`src/rtl/core/assert_macros.svh`:
```
// ============================================================================
// assert_macros.svh
// Concurrent assertion shorthands for the scheduler table RTL. They expect a
// clock named clk and an active-low reset named rst_n in the using scope.
// ============================================================================
`ifndef ASSERT_MACROS_SVH
`define ASSERT_MACROS_SVH

// Same-cycle implication, disabled during reset.
`define TTS_ASSERT_IMP(lbl, ante, cons, msg) \
    lbl: assert property (@(posedge clk) disable iff (!rst_n) (ante) |-> (cons)) \
        else $error(msg);

// Next-cycle implication, disabled during reset.
`define TTS_ASSERT_NXT(lbl, ante, cons, msg) \
    lbl: assert property (@(posedge clk) disable iff (!rst_n) (ante) |=> (cons)) \
        else $error(msg);

`endif

```
`src/rtl/core/tts_pkg.sv`:
```
// ============================================================================
// tts_pkg
// Shared widths, codes and types of the tick task scheduler table.
// ============================================================================
`timescale 1ns / 1ps
`default_nettype none

package tts_pkg;

    localparam int OP_W     = 2;
    localparam int HANDLE_W = 8;
    localparam int MS_W     = 16;
    localparam int TIME_W   = 13;
    localparam int COUNT_W  = 8;
    localparam int KIND_W   = 2;
    localparam int SLOT_W   = 3;

    localparam int RESULT_LIMIT = 8;

    localparam logic [TIME_W-1:0]  TIME_MAX  = 13'd8191;
    localparam logic [COUNT_W-1:0] COUNT_MAX = 8'd255;

    // operation codes
    localparam logic [OP_W-1:0] OP_TICK     = 2'd0;
    localparam logic [OP_W-1:0] OP_ADD      = 2'd1;
    localparam logic [OP_W-1:0] OP_DISPATCH = 2'd2;

    // result kinds
    localparam logic [KIND_W-1:0] KIND_ADDED = 2'd0;
    localparam logic [KIND_W-1:0] KIND_FULL  = 2'd1;
    localparam logic [KIND_W-1:0] KIND_RUN   = 2'd2;
    localparam logic [KIND_W-1:0] KIND_IDLE  = 2'd3;

    typedef struct packed {
        logic [HANDLE_W-1:0] handle;
        logic [TIME_W-1:0]   delay;
        logic [TIME_W-1:0]   period;
        logic [COUNT_W-1:0]  count;
    } slot_entry_t;

    typedef struct packed {
        logic [KIND_W-1:0]   kind;
        logic [HANDLE_W-1:0] handle;
        logic [SLOT_W-1:0]   slot;
    } result_t;

endpackage

`default_nettype wire

```
`src/rtl/core/tts_if.sv`:
```
// ============================================================================
// tts_if
// Valid/ready channels of the scheduler: request items in, result items out.
// ============================================================================
`timescale 1ns / 1ps
`default_nettype none

interface tts_req_if import tts_pkg::*; ();
    logic                valid;
    logic                ready;
    logic [OP_W-1:0]     operation;
    logic [HANDLE_W-1:0] task_handle;
    logic [MS_W-1:0]     delay_ms;
    logic [MS_W-1:0]     repeat_ms;

    modport source (
        output valid, operation, task_handle, delay_ms, repeat_ms,
        input  ready
    );
    modport sink (
        input  valid, operation, task_handle, delay_ms, repeat_ms,
        output ready
    );
endinterface

interface tts_rsp_if import tts_pkg::*; ();
    logic                valid;
    logic                ready;
    logic [KIND_W-1:0]   kind;
    logic [HANDLE_W-1:0] task_handle_out;
    logic [SLOT_W-1:0]   slot;
    logic                last;

    modport source (
        output valid, kind, task_handle_out, slot, last,
        input  ready
    );
    modport sink (
        input  valid, kind, task_handle_out, slot, last,
        output ready
    );
endinterface

`default_nettype wire

```
`src/rtl/core/tts_div.sv`:
```
// ============================================================================
// tts_div
// Shared divider by the fixed tick period: a reciprocal multiply whose argument
// is registered at start and whose quotient is then registered from the product.
// ============================================================================
`timescale 1ns / 1ps
`default_nettype none
`include "assert_macros.svh"

module tts_div import tts_pkg::*; #(
    parameter int DIVISOR = 10
) (
    input  logic            clk,
    input  logic            rst_n,
    input  logic            start,
    input  logic [MS_W-1:0] dividend,
    output logic            busy,
    output logic            done,
    output logic [MS_W-1:0] quotient
);

    // ceil(2^SH / DIVISOR) is exact for every MS_W-bit dividend when
    // SH = MS_W + clog2(DIVISOR); the reciprocal fits in MS_W + 2 bits
    localparam int LW = $clog2(DIVISOR);
    localparam int SH = MS_W + LW;
    localparam int MW = MS_W + 2;
    localparam int PW = MS_W + MW;
    localparam longint unsigned RECIP =
        ((64'd1 << SH) + 64'(DIVISOR) - 64'd1) / 64'(DIVISOR);
    localparam logic [MW-1:0] RECIP_V = MW'(RECIP);

    logic [MS_W-1:0] arg_reg;
    logic [MS_W-1:0] quo_reg;
    logic            busy_reg;
    logic            done_reg;

    logic [PW-1:0] prod;

    assign prod = PW'(arg_reg) * PW'(RECIP_V);

    always_ff @(posedge clk or negedge rst_n)
    begin
        if (!rst_n)
        begin
            busy_reg <= 1'b0;
            done_reg <= 1'b0;
        end
        else
        begin
            busy_reg <= start;
            done_reg <= busy_reg;
        end
    end

    always_ff @(posedge clk)
    begin
        if (start)
        begin
            arg_reg <= dividend;
        end
        if (busy_reg)
        begin
            quo_reg <= MS_W'(prod >> SH);
        end
    end

    assign busy     = busy_reg;
    assign done     = done_reg;
    assign quotient = quo_reg;

    `TTS_ASSERT_IMP(a_done_idle, done_reg, !busy_reg, "divider done while busy")
    `TTS_ASSERT_IMP(a_no_restart, start, !busy_reg, "divider restarted mid-division")

endmodule

`default_nettype wire

```
`src/rtl/core/tts_slot_mem.sv`:
```
// ============================================================================
// tts_slot_mem
// Slot table storage: one write port, one registered read port, and a valid
// bit per slot so that unwritten slots read as free.
// ============================================================================
`timescale 1ns / 1ps
`default_nettype none

module tts_slot_mem import tts_pkg::*; #(
    parameter int DEPTH = 8,
    parameter int AW    = 3
) (
    input  logic          clk,
    input  logic          rst_n,
    input  logic          wr_en,
    input  logic [AW-1:0] wr_addr,
    input  slot_entry_t   wr_data,
    input  logic [AW-1:0] rd_addr,
    output slot_entry_t   rd_data
);

    slot_entry_t mem [DEPTH];
    slot_entry_t rd_raw_reg;
    logic        vld_reg [DEPTH];
    logic        rd_vld_reg;

    always_ff @(posedge clk)
    begin
        if (wr_en)
        begin
            mem[wr_addr] <= wr_data;
        end
        rd_raw_reg <= mem[rd_addr];
    end

    always_ff @(posedge clk or negedge rst_n)
    begin
        if (!rst_n)
        begin
            for (int i = 0; i < DEPTH; i++)
            begin
                vld_reg[i] <= 1'b0;
            end
            rd_vld_reg <= 1'b0;
        end
        else
        begin
            if (wr_en)
            begin
                vld_reg[wr_addr] <= 1'b1;
            end
            rd_vld_reg <= vld_reg[rd_addr];
        end
    end

    // never-written slot: free, no pending runs
    assign rd_data = rd_vld_reg ? rd_raw_reg : '0;

endmodule

`default_nettype wire

```
`src/rtl/core/tick_task_scheduler_table.sv`:
```
// Tick / dispatch: every slot is visited in order; a tick posts no result, and a
//   dispatch posts its final result to the output register from the flush state.
// Add: a zero handle goes straight to the post; otherwise two passes through the
//   shared reciprocal divider, a free-slot search of up to TASK_SLOTS slots, the post.
// One item at a time, next accepted once back in idle; output stalls hold the sequencer.
// Reset clears the sequencer, the output valid flag and per-slot valid bits (all slots free).
// ============================================================================
// tick_task_scheduler_table
// Cooperative task scheduler table: add, tick and dispatch items walk the slot
// table one slot per cycle under a small sequencer, unless an output stall holds it.
// ============================================================================
`timescale 1ns / 1ps
`default_nettype none
`include "assert_macros.svh"

module tick_task_scheduler_table import tts_pkg::*; #(
    parameter int TASK_SLOTS = 8,
    parameter int TICK_MS    = 10
) (
    input  logic      clk,
    input  logic      rst_n,
    tts_req_if.sink   req,
    tts_rsp_if.source rsp
);

    localparam int AW = (TASK_SLOTS > 1) ? $clog2(TASK_SLOTS) : 1;
    localparam int NW = $clog2(RESULT_LIMIT + 1);
    localparam logic [AW-1:0] LAST_IDX = AW'(TASK_SLOTS - 1);
    localparam logic [NW-1:0] RES_LIM  = NW'(RESULT_LIMIT);

    typedef enum logic [2:0] {
        S_IDLE,
        S_DIV_D,
        S_DIV_P,
        S_EXEC,
        S_FLUSH
    } state_t;

    state_t              state_reg,    state_next;
    logic [OP_W-1:0]     op_reg,       op_next;
    logic [HANDLE_W-1:0] hnd_reg,      hnd_next;
    logic [MS_W-1:0]     rep_reg,      rep_next;
    logic [TIME_W-1:0]   dly_reg,      dly_next;
    logic [TIME_W-1:0]   per_reg,      per_next;
    logic [AW-1:0]       idx_reg,      idx_next;
    logic [NW-1:0]       nres_reg,     nres_next;
    result_t             pend_reg,     pend_next;
    logic                pend_vld_reg, pend_vld_next;
    result_t             out_reg,      out_next;
    logic                out_last_reg, out_last_next;
    logic                out_vld_reg,  out_vld_next;

    // slot table
    logic        wr_en;
    slot_entry_t wr_data;
    slot_entry_t ent;

    // divider
    logic            div_start;
    logic [MS_W-1:0] div_dividend;
    logic            div_busy;
    logic            div_done;
    logic [MS_W-1:0] div_q;

    logic [MS_W:0]      q_inc;
    logic [TIME_W-1:0]  dly_sat;
    logic [TIME_W-1:0]  per_sat;
    logic [TIME_W-1:0]  dly_dec;
    logic [COUNT_W-1:0] cnt_dec;
    logic [COUNT_W-1:0] cnt_inc;
    logic               hit;
    logic               out_free;
    logic               adv;

    tts_slot_mem #(
        .DEPTH (TASK_SLOTS),
        .AW    (AW)
    ) u_mem (
        .clk     (clk),
        .rst_n   (rst_n),
        .wr_en   (wr_en),
        .wr_addr (idx_reg),
        .wr_data (wr_data),
        .rd_addr (idx_next),
        .rd_data (ent)
    );

    tts_div #(
        .DIVISOR (TICK_MS)
    ) u_div (
        .clk      (clk),
        .rst_n    (rst_n),
        .start    (div_start),
        .dividend (div_dividend),
        .busy     (div_busy),
        .done     (div_done),
        .quotient (div_q)
    );

    assign q_inc   = {1'b0, div_q} + 17'd1;
    assign dly_sat = (q_inc > 17'(TIME_MAX)) ? TIME_MAX : q_inc[TIME_W-1:0];
    assign per_sat = (div_q > 16'(TIME_MAX)) ? TIME_MAX : div_q[TIME_W-1:0];
    assign dly_dec = ent.delay - 1'b1;
    assign cnt_dec = ent.count - 1'b1;
    assign cnt_inc = (ent.count == COUNT_MAX) ? COUNT_MAX : ent.count + 1'b1;
    assign hit     = (ent.count != '0) && (nres_reg < RES_LIM);
    assign out_free = !out_vld_reg || rsp.ready;

    always_comb
    begin
        state_next    = state_reg;
        op_next       = op_reg;
        hnd_next      = hnd_reg;
        rep_next      = rep_reg;
        dly_next      = dly_reg;
        per_next      = per_reg;
        idx_next      = idx_reg;
        nres_next     = nres_reg;
        pend_next     = pend_reg;
        pend_vld_next = pend_vld_reg;
        out_next      = out_reg;
        out_last_next = out_last_reg;
        out_vld_next  = out_vld_reg && !rsp.ready;
        wr_en         = 1'b0;
        wr_data       = ent;
        div_start     = 1'b0;
        div_dividend  = req.delay_ms;
        adv           = 1'b0;

        case (state_reg)
            S_IDLE:
            begin
                if (req.valid)
                begin
                    op_next       = req.operation;
                    hnd_next      = req.task_handle;
                    rep_next      = req.repeat_ms;
                    idx_next      = '0;
                    nres_next     = '0;
                    pend_vld_next = 1'b0;
                    case (req.operation)
                        OP_TICK, OP_DISPATCH:
                        begin
                            state_next = S_EXEC;
                        end
                        OP_ADD:
                        begin
                            if (req.task_handle == '0)
                            begin
                                pend_next     = '{kind: KIND_FULL, handle: '0, slot: '0};
                                pend_vld_next = 1'b1;
                                state_next    = S_FLUSH;
                            end
                            else
                            begin
                                div_start  = 1'b1;
                                state_next = S_DIV_D;
                            end
                        end
                        default:
                        begin
                            state_next = S_IDLE;
                        end
                    endcase
                end
            end

            S_DIV_D:
            begin
                if (div_done)
                begin
                    dly_next     = dly_sat;
                    div_start    = 1'b1;
                    div_dividend = rep_reg;
                    state_next   = S_DIV_P;
                end
            end

            S_DIV_P:
            begin
                if (div_done)
                begin
                    per_next   = per_sat;
                    idx_next   = '0;
                    state_next = S_EXEC;
                end
            end

            S_EXEC:
            begin
                case (op_reg)
                    OP_TICK:
                    begin
                        if ((ent.handle != '0) && (ent.delay != '0))
                        begin
                            wr_en = 1'b1;
                            if (dly_dec == '0)
                            begin
                                wr_data.count = cnt_inc;
                                // one-shot (period zero) holds at zero
                                wr_data.delay = ent.period;
                            end
                            else
                            begin
                                wr_data.delay = dly_dec;
                            end
                        end
                        adv = 1'b1;
                    end
                    OP_ADD:
                    begin
                        if (ent.handle == '0)
                        begin
                            wr_en         = 1'b1;
                            wr_data       = '{handle: hnd_reg, delay: dly_reg,
                                              period: per_reg, count: '0};
                            pend_next     = '{kind: KIND_ADDED, handle: hnd_reg,
                                              slot: SLOT_W'(idx_reg)};
                            pend_vld_next = 1'b1;
                            state_next    = S_FLUSH;
                        end
                        else if (idx_reg == LAST_IDX)
                        begin
                            pend_next     = '{kind: KIND_FULL, handle: '0, slot: '0};
                            pend_vld_next = 1'b1;
                            state_next    = S_FLUSH;
                        end
                        else
                        begin
                            idx_next = idx_reg + 1'b1;
                        end
                    end
                    OP_DISPATCH:
                    begin
                        if (!hit)
                        begin
                            adv = 1'b1;
                        end
                        else if (!pend_vld_reg || out_free)
                        begin
                            // a new hit means the held result is not the final one
                            if (pend_vld_reg)
                            begin
                                out_next      = pend_reg;
                                out_last_next = 1'b0;
                                out_vld_next  = 1'b1;
                            end
                            pend_next     = '{kind: KIND_RUN, handle: ent.handle,
                                              slot: SLOT_W'(idx_reg)};
                            pend_vld_next = 1'b1;
                            nres_next     = nres_reg + 1'b1;
                            wr_en         = 1'b1;
                            wr_data.count = cnt_dec;
                            if ((ent.period == '0) && (cnt_dec == '0))
                            begin
                                wr_data.handle = '0;
                                wr_data.delay  = '0;
                            end
                            adv = 1'b1;
                        end
                    end
                    default:
                    begin
                        state_next = S_IDLE;
                    end
                endcase

                if (adv)
                begin
                    if (idx_reg == LAST_IDX)
                    begin
                        state_next = (op_reg == OP_TICK) ? S_IDLE : S_FLUSH;
                    end
                    else
                    begin
                        idx_next = idx_reg + 1'b1;
                    end
                end
            end

            S_FLUSH:
            begin
                if (out_free)
                begin
                    out_next      = pend_vld_reg ? pend_reg
                                                 : '{kind: KIND_IDLE, handle: '0, slot: '0};
                    out_last_next = 1'b1;
                    out_vld_next  = 1'b1;
                    pend_vld_next = 1'b0;
                    state_next    = S_IDLE;
                end
            end

            default:
            begin
                state_next = S_IDLE;
            end
        endcase
    end

    always_ff @(posedge clk or negedge rst_n)
    begin
        if (!rst_n)
        begin
            state_reg    <= S_IDLE;
            pend_vld_reg <= 1'b0;
            out_vld_reg  <= 1'b0;
            idx_reg      <= '0;
            nres_reg     <= '0;
        end
        else
        begin
            state_reg    <= state_next;
            pend_vld_reg <= pend_vld_next;
            out_vld_reg  <= out_vld_next;
            idx_reg      <= idx_next;
            nres_reg     <= nres_next;
        end
    end

    always_ff @(posedge clk)
    begin
        op_reg       <= op_next;
        hnd_reg      <= hnd_next;
        rep_reg      <= rep_next;
        dly_reg      <= dly_next;
        per_reg      <= per_next;
        pend_reg     <= pend_next;
        out_reg      <= out_next;
        out_last_reg <= out_last_next;
    end

    assign req.ready           = (state_reg == S_IDLE);
    assign rsp.valid           = out_vld_reg;
    assign rsp.kind            = out_reg.kind;
    assign rsp.task_handle_out = out_reg.handle;
    assign rsp.slot            = out_reg.slot;
    assign rsp.last            = out_last_reg;

    `TTS_ASSERT_IMP(a_idle_no_pend, state_reg == S_IDLE, !pend_vld_reg,
        "held result left behind")
    `TTS_ASSERT_IMP(a_single_final,
        rsp.valid && (rsp.kind == KIND_IDLE || rsp.kind == KIND_ADDED || rsp.kind == KIND_FULL),
        rsp.last, "single-result item not marked last")
    `TTS_ASSERT_IMP(a_div_owner, div_busy || div_done,
        state_reg == S_DIV_D || state_reg == S_DIV_P, "divider active outside add")
    `TTS_ASSERT_NXT(a_nres_cap, state_reg == S_EXEC, nres_reg <= RES_LIM,
        "too many dispatch results")

endmodule

`default_nettype wire

```
`src/flat_wrapper.sv`:
```
// flat-port wrapper written by rule: the top's interface ports become plain ports
module tick_task_scheduler_table_flat import tts_pkg::*;
#(
    parameter int TASK_SLOTS = 8,
    parameter int TICK_MS    = 10
)
  (clk, rst_n, req_valid, req_operation, req_task_handle, req_delay_ms, req_repeat_ms, req_ready, rsp_valid, rsp_kind, rsp_task_handle_out, rsp_slot, rsp_last, rsp_ready);
  tts_req_if req_i ();
  tts_rsp_if rsp_i ();
  input  logic clk;
  input  logic rst_n;
  input wire logic [$bits(req_i.valid)-1:0] req_valid;
  input wire logic [$bits(req_i.operation)-1:0] req_operation;
  input wire logic [$bits(req_i.task_handle)-1:0] req_task_handle;
  input wire logic [$bits(req_i.delay_ms)-1:0] req_delay_ms;
  input wire logic [$bits(req_i.repeat_ms)-1:0] req_repeat_ms;
  output wire logic [$bits(req_i.ready)-1:0] req_ready;
  output wire logic [$bits(rsp_i.valid)-1:0] rsp_valid;
  output wire logic [$bits(rsp_i.kind)-1:0] rsp_kind;
  output wire logic [$bits(rsp_i.task_handle_out)-1:0] rsp_task_handle_out;
  output wire logic [$bits(rsp_i.slot)-1:0] rsp_slot;
  output wire logic [$bits(rsp_i.last)-1:0] rsp_last;
  input wire logic [$bits(rsp_i.ready)-1:0] rsp_ready;
  assign req_i.valid = req_valid;
  assign req_i.operation = req_operation;
  assign req_i.task_handle = req_task_handle;
  assign req_i.delay_ms = req_delay_ms;
  assign req_i.repeat_ms = req_repeat_ms;
  assign req_ready = req_i.ready;
  assign rsp_valid = rsp_i.valid;
  assign rsp_kind = rsp_i.kind;
  assign rsp_task_handle_out = rsp_i.task_handle_out;
  assign rsp_slot = rsp_i.slot;
  assign rsp_last = rsp_i.last;
  assign rsp_i.ready = rsp_ready;
  tick_task_scheduler_table #(.TASK_SLOTS(TASK_SLOTS), .TICK_MS(TICK_MS)) u_core (.clk(clk), .rst_n(rst_n), .req(req_i), .rsp(rsp_i));
endmodule
```
`config.mk`:
```
export PLATFORM = sky130hd
export DESIGN_NAME = tick_task_scheduler_table_flat
export DESIGN_NICKNAME = d
export VERILOG_FILES = /design/src/rtl/core/tts_pkg.sv /design/src/rtl/core/tts_if.sv /design/src/rtl/core/tts_div.sv /design/src/rtl/core/tts_slot_mem.sv /design/src/rtl/core/tick_task_scheduler_table.sv /design/src/flat_wrapper.sv
export VERILOG_INCLUDE_DIRS = /design/src /design/src/rtl/core
export SDC_FILE = /design/constraint.sdc
export NUM_CORES = 1
export LEC_CHECK = 0
export BUFFER_PORTS_ARGS = -buffer_cell sky130_fd_sc_hd__buf_4
export CORE_MARGIN = 3
export CORE_UTILIZATION = 25
export CTS_CLUSTER_SIZE = 25
export DETAILED_ROUTE_END_ITERATION = 8
export GPL_TIMING_DRIVEN = 0
export PLACE_DENSITY = 0.5
export RECOVER_POWER = 100
export SYNTH_ARGS = -nofsm -noshare
export SYNTH_HDL_FRONTEND = slang
export SYNTH_SLANG_ARGS = --single-unit
```
`constraint.sdc`:
```
create_clock -name clk -period 6.1 [get_ports clk]
set_input_delay 0.305 -clock clk [delete_from_list [all_inputs] [get_ports clk]]
set_output_delay 0.305 -clock clk [all_outputs]
set_load 0.01 [all_outputs]
```
==> impl_metrics.ini <==
[logic_synthesis]
yosys.area.top_type_share_pct = 51.4
synthTopCellsByArea = edfxtp_1, mux2i_1, ha_1, fa_1, dfxtp_1
syn_area_per_cell_um2 = 13.6
yosysMostFrequentCell = edfxtp_1
ys_async_sr_fraction_pct = 4.52
netlist.top_cell.by_area = edfxtp_1
ys.flop_type = edfxtp_1
syn_area_mm2 = 0.0259
syn_nets = 2186
synth_commonest_cells = edfxtp_1, mux2i_1, inv_1
synth_edf_count = 444
ys_warn_count = 0
seq_area_frac_synth_pct = 56.8
synth_seq_cells = 509
synth_cell_types = 73
syn_inst = 1914

[power]
swShare_pct = 31.7
clkPwrFrac_pct = 30.9
p_int_mw = 7.71
combPwrFrac_pct = 27.3
power_density_mw_per_mm2 = 368
p_seq_share_pct = 41.9
finalPower_mw = 11.3
power.switching_mw = 3.58
vdd_drop_max_mv = 0.198
leakage_nw = 11.6

[layout]
fin_nets = 2374
layout-drive-gt1-share_pct = 13.2
stdcell_count = 3516
largest_reg_flops = 336
syn_to_final_growth_pct = 18.2
num_antenna_cells = 0
postLayoutCellArea_mm2 = 0.0307
fillers = 10300
final_util_pct = 30.0

[sta]
whs_ns = 0.0314
final.period_utilization_pct = 96.4
setup_slack_ns = 0.219
drv_slew = 0
finalHoldViolations = 0
relSlewSlack_pct = 9.13
tightestPinTransition_ns = 1.36
rsz0062_at_grt = false
final.setup.tns_ns = 0
layout_min_cycle_time_ns = 5.88
fmax_ghz = 0.170
setup_viol = 0
fin_skew_ns = 0.0246

[worst_setup_path]
worstSetupStartpointType = register
crit_arrival_ns = 6.24
startpoint = u_core.u_div.arg_reg[6]$_DFFE_PP_
r2r_start = u_core.u_div.arg_reg[6]$_DFFE_PP_
reg2reg_slack_ns = 0.22
endpoint = u_core.u_div.quotient[10]$_DFFE_PP_
reg2regPathDepth = 18
required_ns = 6.45
critPathKind = reg2reg
cp_max_fo = 4
end_kind = register
rr_endpoint = u_core.u_div.quotient[10]$_DFFE_PP_

[clock_network]
cts.sinks = 509
cts-htree-levels = 2
tritoncts = done
cts_buffers = 55
clk_latency_ns = 0.61
clock_path_buffers = 3
cts.clk_slew.worst_paths_ns = 0.06
root_buffer = clkbuf_16

[route]
drt_iter0_drc = 965
viasPerCell = 4.43
wl_per_cell_um = 18.6
drcViolationCount = 0
final_antenna_net_count = 0
firstDrtPassIters = 5
route.vias.total = 15600
wl_mm = 65.5

[placement]
gp_congestion = 0.869
dp_hpwl_mm = 46.9
pre_cts_ws_ns = -0.218
place_area_mm2 = 0.0285
dp.cells = 3367
port_buffers = 61

[floorplan]
rows = 117
die_x_um = 328
initial_core_util_pct = 25.4
dieArea_mm2 = 0.108
core_region_area_mm2 = 0.102
chipHeight_um = 328
ios = 62

[run_status]
status = finished, final reports clean

[global_routing]
grt_max_degree = 44
grt_remaining_overflow = 0
first_global_vias = 16200
track_usage_pct = 12.1
antenna_found_initial = 0
grt_pass1_wl_mm = 99.3

[flow_run]
max_cap_viol_count = 0

[hold_path]
min_path_type = in2reg
-- cell type report --
class                           instances  area [µm²]  share of cell area [%]
Timing Repair Buffer                  131         987                    3.22
Tap cell                             1368        1710                    5.58
Clock inverter                         32         409                    1.33
Clock buffer                           71        1540                    5.01
Multi-Input combinational cell       1120       10100                    32.9
Buffer                                 84         410                    1.34
Sequential cell                       509       14700                    48.1
Inverter                              201         754                    2.46
-- power by group through the flow --
stage	Clock, mW	Sequential (mW)	Combinational [mW]
after floorplan	0	4.66	2.13
after global placement	0	4.79	3.01
after detailed placement	0	4.78	3.09
after CTS	3.57	4.72	3.13
after global routing	3.71	4.75	3.35
final	3.48	4.72	3.08
-- kinds of logic after synthesis --
logic type               share of synthesized area [%]
AO/OA/AOI/OAI                                     5.39
XOR/XNOR                                          1.11
adder cells (fa/ha/maj)                           13.2
buffers and inverters                             4.52
flip-flops                                        56.8
multiplexers                                      12.8
AND/OR/NAND/NOR                                   6.16
-- placed cells by master (no fill, tap or decap), drive strengths merged, types with 10 or more instances in the layout --
master         n
nor3          18
dfrtp         23
ha           147
dfxtp         42
a22oi         22
a21oi         49
o21ai         60
mux2          62
or2           14
inv          202
and3          12
clkinv        19
or4           10
buf           72
a31oi         17
edfxtp       444
nand2        100
nor2b         18
mux2i        261
fa            79
xnor2         16
xor2          17
clkbuf       178
nor2          71
dlygate4sd3   36
nand3         32
-- what timing repair did --
| item | in CTS | in global routing |
|---|---|---|
| setup buffers | 3 | 6 |
| hold buffers | 36 | 0 |
| setup endpoints to repair | 5 | 118 |
| endpoints found under the hold margin | 58 | 0 |
| resized for setup | 2 | 13 |
| pin swaps | 0 | 2 |
-- metal layers --
metal  vias up  wire length, µm  global-route usage [%]
li1       7317                -                       -
met1      7801            30200                    16.3
met2       399            31300                    20.3
met3        76             2850                    1.75
met4         0             1180                    2.90
met5         -                0                       0
-- critical path: stages, from the launching register on --
cell and delay, ns:
edfxtp_1 0.51, buf_4 0.22, ha_1 0.37, ha_1 0.39
fa_1 0.54, fa_1 0.53, fa_1 0.54, inv_1 0.06
fa_1 0.53, inv_1 0.04, ha_1 0.28, nand2_1 0.07
o21ai_0 0.20, o21ai_2 0.14, or2_2 0.34, and3_4 0.22
or3_1 0.39, a21oi_1 0.17, xor2_1 0.09
-- worst min-delay path by stage --
stage	from	to	slack, ns	cells after the start
detailed placement	rst_n	u_core.rsp.valid$_DFF_PN0_	0.22	1
global route	req_delay_ms[9]	u_core.u_div.arg_reg[9]$_DFFE_PP_	0.02	2
floorplan	rst_n	u_core.idx_reg[0]$_DFF_PN0_	0.009	0
global placement	rst_n	u_core.rsp.valid$_DFF_PN0_	0.22	1
finish	req_delay_ms[7]	u_core.u_div.arg_reg[7]$_DFFE_PP_	0.03	2
CTS	req_delay_ms[7]	u_core.u_div.arg_reg[7]$_DFFE_PP_	0.0002	2
Note: power is estimated with default switching activity, not from simulation.
